## src/hw/rtl/mdfe_pkg.sv

```systemverilog
`timescale 1ns / 1ps
// ----------------------------------------------------------------------------
// mdfe_pkg
// Shared constants, marker tables and the result word type of the
// marker-delimited frame extractor.
// ----------------------------------------------------------------------------
package mdfe_pkg;

  localparam int START_LEN = 32;
  localparam int END_LEN   = 40;

  localparam int POS_W    = 6;
  localparam int COUNT_W  = 17;
  localparam int TICK_W   = 16;
  localparam int BYTE_W   = 8;
  localparam int ACTION_W = 2;
  localparam int PHASE_W  = 2;

  localparam int                  DEF_COUNT_LIMIT   = 131071;
  localparam logic [TICK_W-1:0]   DEF_TIMEOUT_TICKS = 16'd12000;
  localparam logic [TICK_W-1:0]   TICK_MAX          = 16'hFFFF;

  // Action codes
  localparam logic [ACTION_W-1:0] ACT_START = 2'd0;
  localparam logic [ACTION_W-1:0] ACT_BYTE  = 2'd1;
  localparam logic [ACTION_W-1:0] ACT_TICK  = 2'd2;

  // Capture phase codes
  localparam logic [PHASE_W-1:0]  PH_HUNT    = 2'd0;
  localparam logic [PHASE_W-1:0]  PH_FRAME   = 2'd1;
  localparam logic [PHASE_W-1:0]  PH_DONE    = 2'd2;
  localparam logic [PHASE_W-1:0]  PH_TIMEOUT = 2'd3;

  // Character 0 of each marker sits at index 0
  localparam logic [0:START_LEN-1][BYTE_W-1:0] START_MARKER =
    "3d99de816e5ad7742b61a37c39141783";
  localparam logic [0:END_LEN-1][BYTE_W-1:0] END_MARKER =
    "f681a5c52351befe0e3524eb1a40f14b7803317a";

  typedef struct packed {
    logic                 store_valid;
    logic [BYTE_W-1:0]    store_byte;
    logic                 frame_done;
    logic [COUNT_W-1:0]   frame_length;
    logic                 timed_out;
    logic [PHASE_W-1:0]   capture_status;
  } mdfe_result_t;

  function automatic logic start_hit(input logic [POS_W-1:0] pos,
                                     input logic [BYTE_W-1:0] b);
    logic hit;
    hit = 1'b0;
    if (pos < POS_W'(START_LEN)) begin
      hit = (START_MARKER[pos[4:0]] == b);
    end
    return hit;
  endfunction

  function automatic logic end_hit(input logic [POS_W-1:0] pos,
                                   input logic [BYTE_W-1:0] b);
    logic hit;
    hit = 1'b0;
    if (pos < POS_W'(END_LEN)) begin
      hit = (END_MARKER[pos] == b);
    end
    return hit;
  endfunction

endpackage

```

## src/hw/rtl/marker_delimited_frame_extractor.sv

```systemverilog
`timescale 1ns / 1ps
// ----------------------------------------------------------------------------
// marker_delimited_frame_extractor
// Hunts a fixed start marker in a byte stream, passes frame bytes out for
// storage until a fixed end marker, and stops a capture on a tick timeout.
//
//   channel  direction  handshake            payload
//   in       input      in_valid / in_stall  in_action, in_rx_byte
//   out      output     out_valid/out_stall  store, frame, timeout, status
//   cfg      input      cfg_valid/cfg_ready  cfg_data (timeout_ticks)
//
// One word per cycle sustained while out_stall is low; an accepted word is
// held in the input register, goes through one pass of compare and count
// logic into the result register and leaves from there.
// rst_n is synchronous and active low; it clears the capture to hunting,
// empties both registers and loads a timeout of 12000 ticks.
// A stall on the out side holds the result register and then the input
// register; capture state advances only when a word moves into the result.
// ----------------------------------------------------------------------------
module marker_delimited_frame_extractor import mdfe_pkg::*; #(
  parameter int COUNT_LIMIT = DEF_COUNT_LIMIT
) (
  input  logic                clk,
  input  logic                rst_n,

  input  logic                in_valid,
  output logic                in_stall,
  input  logic [ACTION_W-1:0] in_action,
  input  logic [BYTE_W-1:0]   in_rx_byte,

  output logic                out_valid,
  input  logic                out_stall,
  output logic                out_store_valid,
  output logic [BYTE_W-1:0]   out_store_byte,
  output logic                out_frame_done,
  output logic [COUNT_W-1:0]  out_frame_length,
  output logic                out_timed_out,
  output logic [PHASE_W-1:0]  out_capture_status,

  input  logic                cfg_valid,
  output logic                cfg_ready,
  input  logic [TICK_W-1:0]   cfg_data
);

  logic                in_vld_r, in_vld_nxt;
  logic [ACTION_W-1:0] in_action_r;
  logic [BYTE_W-1:0]   in_byte_r;
  logic [TICK_W-1:0]   timeout_r;

  logic                res_free;
  logic                advance;
  logic                in_take;
  mdfe_result_t        step_res;
  mdfe_result_t        out_res;

  assign cfg_ready = 1'b1;

  always_ff @(posedge clk) begin
    if (!rst_n) begin
      timeout_r <= DEF_TIMEOUT_TICKS;
    end else if (cfg_valid && cfg_ready) begin
      timeout_r <= cfg_data;
    end
  end

  // move the held word into the result register whenever it has room
  assign advance    = in_vld_r && res_free;
  assign in_stall   = in_vld_r && !res_free;
  assign in_take    = in_valid && !in_stall;
  assign in_vld_nxt = in_take || (in_vld_r && !advance);

  always_ff @(posedge clk) begin
    if (!rst_n) begin
      in_vld_r <= 1'b0;
    end else begin
      in_vld_r <= in_vld_nxt;
    end
  end

  always_ff @(posedge clk) begin
    if (in_take) begin
      in_action_r <= in_action;
      in_byte_r   <= in_rx_byte;
    end
  end

  mdfe_step #(
    .COUNT_LIMIT (COUNT_LIMIT)
  ) u_step (
    .clk           (clk),
    .rst_n         (rst_n),
    .step_en       (advance),
    .action        (in_action_r),
    .rx_byte       (in_byte_r),
    .timeout_ticks (timeout_r),
    .result        (step_res)
  );

  mdfe_res_reg u_res (
    .clk       (clk),
    .rst_n     (rst_n),
    .load      (advance),
    .load_data (step_res),
    .out_stall (out_stall),
    .out_valid (out_valid),
    .free      (res_free),
    .out_data  (out_res)
  );

  assign out_store_valid    = out_res.store_valid;
  assign out_store_byte     = out_res.store_byte;
  assign out_frame_done     = out_res.frame_done;
  assign out_frame_length   = out_res.frame_length;
  assign out_timed_out      = out_res.timed_out;
  assign out_capture_status = out_res.capture_status;

`ifndef SYNTH
  a_done_is_stored: assert property (@(posedge clk) disable iff (!rst_n)
    (out_valid && out_frame_done) |-> (out_store_valid && out_capture_status == PH_DONE))
    else $error("frame end without stored byte or finished status");

  a_timeout_status: assert property (@(posedge clk) disable iff (!rst_n)
    (out_valid && out_timed_out) |-> (out_capture_status == PH_TIMEOUT && !out_store_valid))
    else $error("timeout result with wrong status");

  a_length_only_on_done: assert property (@(posedge clk) disable iff (!rst_n)
    (out_valid && !out_frame_done) |-> (out_frame_length == '0))
    else $error("frame length outside frame end");

  a_held_word_stable: assert property (@(posedge clk) disable iff (!rst_n)
    (in_vld_r && !advance) |=> (in_vld_r && $stable(in_action_r) && $stable(in_byte_r)))
    else $error("held input word lost or changed");
`endif

endmodule

```

## src/hw/rtl/mdfe_step.sv

```systemverilog
`timescale 1ns / 1ps
// ----------------------------------------------------------------------------
// mdfe_step
// Capture state registers and the single-pass next-state and result logic
// for one word.
// ----------------------------------------------------------------------------
module mdfe_step import mdfe_pkg::*; #(
  parameter int COUNT_LIMIT = DEF_COUNT_LIMIT
) (
  input  logic                clk,
  input  logic                rst_n,
  input  logic                step_en,
  input  logic [ACTION_W-1:0] action,
  input  logic [BYTE_W-1:0]   rx_byte,
  input  logic [TICK_W-1:0]   timeout_ticks,
  output mdfe_result_t        result
);

  logic [PHASE_W-1:0] phase_r, phase_nxt;
  logic [POS_W-1:0]   pos_r, pos_nxt;
  logic [COUNT_W-1:0] cnt_r, cnt_nxt;
  logic [TICK_W-1:0]  ticks_r, ticks_nxt;

  logic [COUNT_W:0]   cnt_inc;
  logic [POS_W-1:0]   pos_inc;
  logic [TICK_W-1:0]  ticks_inc;

  assign cnt_inc   = {1'b0, cnt_r} + 1'b1;
  assign pos_inc   = pos_r + 1'b1;
  assign ticks_inc = (ticks_r < TICK_MAX) ? ticks_r + 1'b1 : ticks_r;

  always_comb begin
    phase_nxt = phase_r;
    pos_nxt   = pos_r;
    cnt_nxt   = cnt_r;
    ticks_nxt = ticks_r;
    result    = '0;

    case (action)
      ACT_START: begin
        phase_nxt = PH_HUNT;
        pos_nxt   = '0;
        cnt_nxt   = '0;
        ticks_nxt = '0;
      end
      ACT_BYTE: begin
        if (phase_r == PH_HUNT) begin
          if (start_hit(pos_r, rx_byte)) begin
            if (pos_inc >= POS_W'(START_LEN)) begin
              pos_nxt   = '0;
              phase_nxt = PH_FRAME;
            end else begin
              pos_nxt = pos_inc;
            end
          end else begin
            pos_nxt = '0;
          end
        end else if (phase_r == PH_FRAME) begin
          result.store_valid = 1'b1;
          result.store_byte  = rx_byte;
          // wrap past the limit; a completed frame clears it anyway
          cnt_nxt = (cnt_inc > (COUNT_W+1)'(COUNT_LIMIT)) ? '0 : cnt_inc[COUNT_W-1:0];
          if (end_hit(pos_r, rx_byte)) begin
            if (pos_inc >= POS_W'(END_LEN)) begin
              result.frame_done   = 1'b1;
              result.frame_length = (cnt_inc > (COUNT_W+1)'(END_LEN)) ?
                                    COUNT_W'(cnt_inc - (COUNT_W+1)'(END_LEN)) : '0;
              phase_nxt = PH_DONE;
              pos_nxt   = '0;
              cnt_nxt   = '0;
            end else begin
              pos_nxt = pos_inc;
            end
          end else begin
            pos_nxt = '0;
          end
        end
      end
      ACT_TICK: begin
        if (phase_r == PH_HUNT || phase_r == PH_FRAME) begin
          ticks_nxt = ticks_inc;
          if (ticks_inc >= timeout_ticks) begin
            phase_nxt        = PH_TIMEOUT;
            result.timed_out = 1'b1;
          end
        end
      end
      default: begin
      end
    endcase

    result.capture_status = phase_nxt;
  end

  always_ff @(posedge clk) begin
    if (!rst_n) begin
      phase_r <= PH_HUNT;
      pos_r   <= '0;
      cnt_r   <= '0;
      ticks_r <= '0;
    end else if (step_en) begin
      phase_r <= phase_nxt;
      pos_r   <= pos_nxt;
      cnt_r   <= cnt_nxt;
      ticks_r <= ticks_nxt;
    end
  end

endmodule

```

## src/hw/rtl/mdfe_res_reg.sv

```systemverilog
`timescale 1ns / 1ps
// ----------------------------------------------------------------------------
// mdfe_res_reg
// Result register: holds one result word until the downstream side takes it.
// ----------------------------------------------------------------------------
module mdfe_res_reg import mdfe_pkg::*; (
  input  logic         clk,
  input  logic         rst_n,
  input  logic         load,
  input  mdfe_result_t load_data,
  input  logic         out_stall,
  output logic         out_valid,
  output logic         free,
  output mdfe_result_t out_data
);

  logic         vld_r, vld_nxt;
  mdfe_result_t data_r;

  // register is free when empty or being drained this cycle
  assign free    = !vld_r || !out_stall;
  assign vld_nxt = load || (vld_r && out_stall);

  always_ff @(posedge clk) begin
    if (!rst_n) begin
      vld_r <= 1'b0;
    end else begin
      vld_r <= vld_nxt;
    end
  end

  always_ff @(posedge clk) begin
    if (load) begin
      data_r <= load_data;
    end
  end

  assign out_valid = vld_r;
  assign out_data  = data_r;

endmodule
```

## config.mk

```make
export PLATFORM = sky130hd
export DESIGN_NAME = marker_delimited_frame_extractor
export DESIGN_NICKNAME = d
export VERILOG_FILES = /design/src/hw/rtl/mdfe_pkg.sv /design/src/hw/rtl/marker_delimited_frame_extractor.sv /design/src/hw/rtl/mdfe_step.sv /design/src/hw/rtl/mdfe_res_reg.sv
export SDC_FILE = /design/constraint.sdc
export NUM_CORES = 1
export LEC_CHECK = 0
export ABC_AREA = 1
export ABC_CLOCK_PERIOD_IN_PS = 4700
export BUFFER_PORTS_ARGS = -buffer_cell sky130_fd_sc_hd__buf_2
export CAP_MARGIN = 0
export CORE_MARGIN = 2
export CORE_UTILIZATION = 65
export CTS_BUF_LIST = sky130_fd_sc_hd__clkbuf_2
export DETAILED_ROUTE_END_ITERATION = 8
export PLACE_DENSITY = 0.87
export SLEW_MARGIN = 20
export SYNTH_ARGS = -nofsm -noshare
export SYNTH_HDL_FRONTEND = slang
export SYNTH_SLANG_ARGS = --single-unit
```

## constraint.sdc

```tcl
create_clock -name clk -period 4.7 [get_ports clk]
set_input_delay 0.94 -clock clk [delete_from_list [all_inputs] [get_ports clk]]
set_output_delay 0.94 -clock clk [all_outputs]
set_load 0.1 [all_outputs]
```

==> metrics.log <==
INFO  metric status = completed
INFO  metric gpl.final_weighted_congestion = 0.977
INFO  metric clock_tree.htree_level_count = 3
INFO  metric synth.top_cells.by_area = edfxtp_1 (19%), dfxtp_1 (19%), nand2_1 (15%), a21oi_1 (7.4%), inv_1 (6.3%)
INFO  metric critPathCaptureType = flop
INFO  metric total_power_of_the_final_layout = 1.46 mW
INFO  metric floorplan.die.width = 102 um
INFO  metric synth_edf_count = 40
INFO  metric final_count_of_negative_setup_slack_endpoints = 0
INFO  metric yosys.area_share.simple = 31.2%
INFO  metric cp_cell_sequence = ha_1 > nand3_1 > nor4_4 > nand2_1 > nor3_1 > nor2_1 > xor2_1 > ha_1 > a21oi_1 > o21ai_0 > nand2_1 > o211ai_1 > nand2_1 > nand3_1 > nand2_1 > inv_1 > nor2_1 > nand2_1 > nand2_1 > inv_1
INFO  metric drt_pre_antenna_iters = 5
INFO  metric groute.layer.met1.usage = 38.8%
INFO  metric wire_per_inst = 13.4 um
INFO  metric synth-xor-area-share = 3.89%
INFO  metric worstSkewPairLatency = 0.58 ns
INFO  metric synthAdderAreaFrac = 6.18%
INFO  metric cts_post_setup_buffers_inserted = 0
INFO  metric detailed_place_hpwl = 10700 um
INFO  metric synth_compound_gate_area_share = 11.3%
INFO  metric netlist-cell-type-count = 43
INFO  metric cell_accounting_for_the_most_synthesized_area = edfxtp_1
INFO  metric cpPeakStageDelay = 0.45 ns
INFO  metric synth-warning-count = 0
INFO  metric detailedRoute.firstIterationViolations = 334
INFO  metric detail_route.drc_violations = 0
INFO  metric syn_nets = 934
INFO  metric hold_path.class = flop to flop
INFO  metric finish.net_count = 987
INFO  metric critPathLaunch = u_step.ticks_r[0]$_SDFFE_PN0P_
INFO  metric overall_routed_net_length = 14200 um
INFO  metric cts-hold-fix-buffers = 0
INFO  metric power_leakage = 3.17 nW
INFO  metric grt_antenna_before_repair = 0
INFO  metric largest_family_of_logic_cells_by_synthesized_area = simple AND/OR/NAND/NOR gates
INFO  metric seq_area_frac_synth = 38.0%
INFO  metric clock_power_share = 24.3%
INFO  metric row_count = 35
INFO  metric grt.busiest_layer = met2
INFO  metric grt_util_met2 = 47.1%
INFO  metric grt.total_usage = 28.5%
INFO  metric final_period_minus_worst_setup_slack = 3.30 ns
INFO  metric ys.flop_type = dfxtp_1
INFO  metric number_of_antenna_repair_diodes = 0
INFO  metric n_fill_cell = 762
INFO  metric first_pass_grt_wire_length = 23700 um
INFO  metric clock_skew = 0.0406 ns
INFO  metric pwr-share-comb = 11.8%
INFO  metric synth-seq-cells = 99
INFO  metric worst_r2r_startpoint = u_step.ticks_r[0]$_SDFFE_PN0P_
INFO  metric yosys.cell_count.top_type = nand2_1
INFO  metric drt.antenna.violating_nets = 0
INFO  metric power.sequential.fraction = 63.9%
INFO  metric post_cts.resized_instances = 0
INFO  metric grtUsageMet3 = 5.54%
INFO  metric cts_tree = done
INFO  metric worst_hold_slack = 0.486 ns
INFO  metric buffer_ports.inserted = 62
INFO  metric max_slew_margin = 45.9%
INFO  metric ir_worst_vdd = 0.000176 V
INFO  metric final_min_period_over_clock_period = 70.1%
INFO  metric most_used_standard_cells_in_the_synthesized_netlist = nand2_1 (248), inv_1 (105), a21oi_1 (93)
INFO  metric power_report.internal_total = 1.03 mW
INFO  metric pin_count = 64
INFO  metric crit_type = flop to flop
INFO  metric synthArstFlopShare = 0%
INFO  metric worst_hold_startpoint = timeout_r[14]$_SDFFE_PN0P_
INFO  metric path_common_cell = nand2_1
INFO  metric instances_no_fill = 1059
INFO  metric synthMuxAreaShare = 0%
INFO  metric die_area = 10500 um^2
INFO  metric pin_count_of_the_biggest_net_entering_global_routing = 41
INFO  metric chipHeight = 102 um
INFO  metric route.vias.total = 5763
INFO  metric setup.worst_path.start_class = flop
INFO  metric worstPathArrival = 3.66 ns
INFO  metric routed_via_density = 5.44
INFO  metric synthDominantCellAreaShare = 19.2%
INFO  metric report.final.slew_viol_count = 0
INFO  metric power_switching = 0.430 mW
INFO  metric cts-root-buf = clkbuf_2
INFO  metric synthCells = 872
INFO  metric synth.cell_area = 6270 um^2
INFO  metric critical_path.max_fanout = 4
INFO  metric timing.max_cap.violations = 0
INFO  metric worstPathRequired = 5.06 ns
INFO  metric vias_in_the_first_global_route = 5201
INFO  metric initial_utilization = 67.6%
INFO  metric design.core.area = 9280 um^2
INFO  metric grt_setup_unrepaired = false
INFO  metric final.setup.tns = 0 ns
INFO  metric slowest_stage = dfxtp_1
INFO  metric report.final.hold_viol_count = 0
INFO  metric tritoncts_num_sinks = 99
INFO  metric utilization = 72.4%
INFO  metric numPlacedInstances = 1043
INFO  metric syn2layout_area_growth = 7.20%
INFO  metric grt.overflow.total = 0
INFO  metric max_freq = 0.303 GHz
INFO  metric path_clk_slew = 0.24 ns
INFO  metric cellPowerDensity = 217 nW/um^2
INFO  metric timing_worst_slew_pin_value = 0.811 ns
INFO  metric clk_path_buf_depth = 2
INFO  metric switching_share = 29.6%
INFO  metric postSynthAreaPerCell = 7.19 um^2
INFO  metric proportion_of_layout_cells_with_a_drive_suffix_above_1 = 14.2%
INFO  metric cts_made_buffers = 9
==> through the flow <==
| step | cell area (um^2) | setup WS, ns |
|---|---|---|
| after global routing | 6720 | 1.10 |
| after global placement | 6640 | 1.61 |
| final | 6720 | 1.40 |
| after detailed placement | 6640 | 1.44 |
| after floorplan | 6270 | 1.32 |
| after CTS | 6720 | 1.42 |
==> flip-flops by register name, indices dropped and copies added, names as in the netlist <==
signal / count
in_action_r: 2
in_byte_r: 8
in_vld_r: 1
timeout_r: 16
u_res.out_data: 30
u_res.out_valid: 1
u_step.cnt_r: 17
u_step.phase_r: 2
u_step.pos_r: 6
u_step.ticks_r: 16
==> placed cells by master (no fill, tap or decap), types with 15 or more instances in the layout <==
master | Yosys | routed
xor2_1 | 18 | 18
nor2_1 | 66 | 66
edfxtp_1 | 40 | 40
ha_1 | 31 | 31
o21ai_0 | 33 | 33
dfxtp_1 | 59 | 59
inv_1 | 105 | 105
buf_2 | 3 | 62
a21oi_1 | 93 | 93
nor2_2 | 16 | 15
nand3_1 | 54 | 54
nand2_1 | 248 | 248
nand4_1 | 20 | 20
==> worst paths after layout <==
| path | end | slack, ns | cells past startpoint |
|---|---|---|---|
| max | u_res.out_data[0]$_DFFE_PP_ | 1.40 | 20 |
| min | timeout_r[14]$_SDFFE_PN0P_ | 0.49 | 2 |
| max reg2reg | u_res.out_data[0]$_DFFE_PP_ | 1.40 | 20 |
| min reg2reg | timeout_r[14]$_SDFFE_PN0P_ | 0.49 | 2 |
==> final cells by class <==
class / count / area, um^2 / share of cell area, %
Timing Repair Buffer: 65 / 333 / 4.95
Clock inverter: 7 / 42.5 / 0.633
Clock buffer: 9 / 45.0 / 0.670
Inverter: 121 / 457 / 6.79
Multi-Input combinational cell: 629 / 3300 / 49.1
Sequential cell: 99 / 2380 / 35.4
Tap cell: 129 / 161 / 2.40
==> critical path: cells and delay by family, from the launching register on <==
family,cells,cell delay [ns]
AO/OA/AOI/OAI,3,0.31
flip-flops,1,0.45
AND/OR/NAND/NOR,12,1.54
buffers and inverters,2,0.10
XOR/XNOR,1,0.18
adder cells (fa/ha/maj),2,0.52
==> cells by family (layout without fill, tap and decap cells) <==
family	after synthesis	in the layout
XOR/XNOR	27	27
adder cells (fa/ha/maj)	31	31
AO/OA/AOI/OAI	135	135
buffers and inverters	144	202
AND/OR/NAND/NOR	435	435
other	1	1
flip-flops	99	99
==> power groups by stage <==
stage / Clock, mW / Sequential [mW] / Combinational (mW)
after floorplan: 0 / 1.00 / 0.0740
after global placement: 0 / 0.948 / 0.169
after detailed placement: 0 / 0.948 / 0.171
after CTS: 0.361 / 0.931 / 0.172
after global routing: 0.393 / 0.934 / 0.189
final: 0.354 / 0.931 / 0.172
==> metal layers <==
layer,vias up,wire length (um)
li1,2939,-
met1,2592,6360
met2,214,6600
met3,18,1080
met4,0,151
met5,-,0
Power figures use the tool's default switching activity.
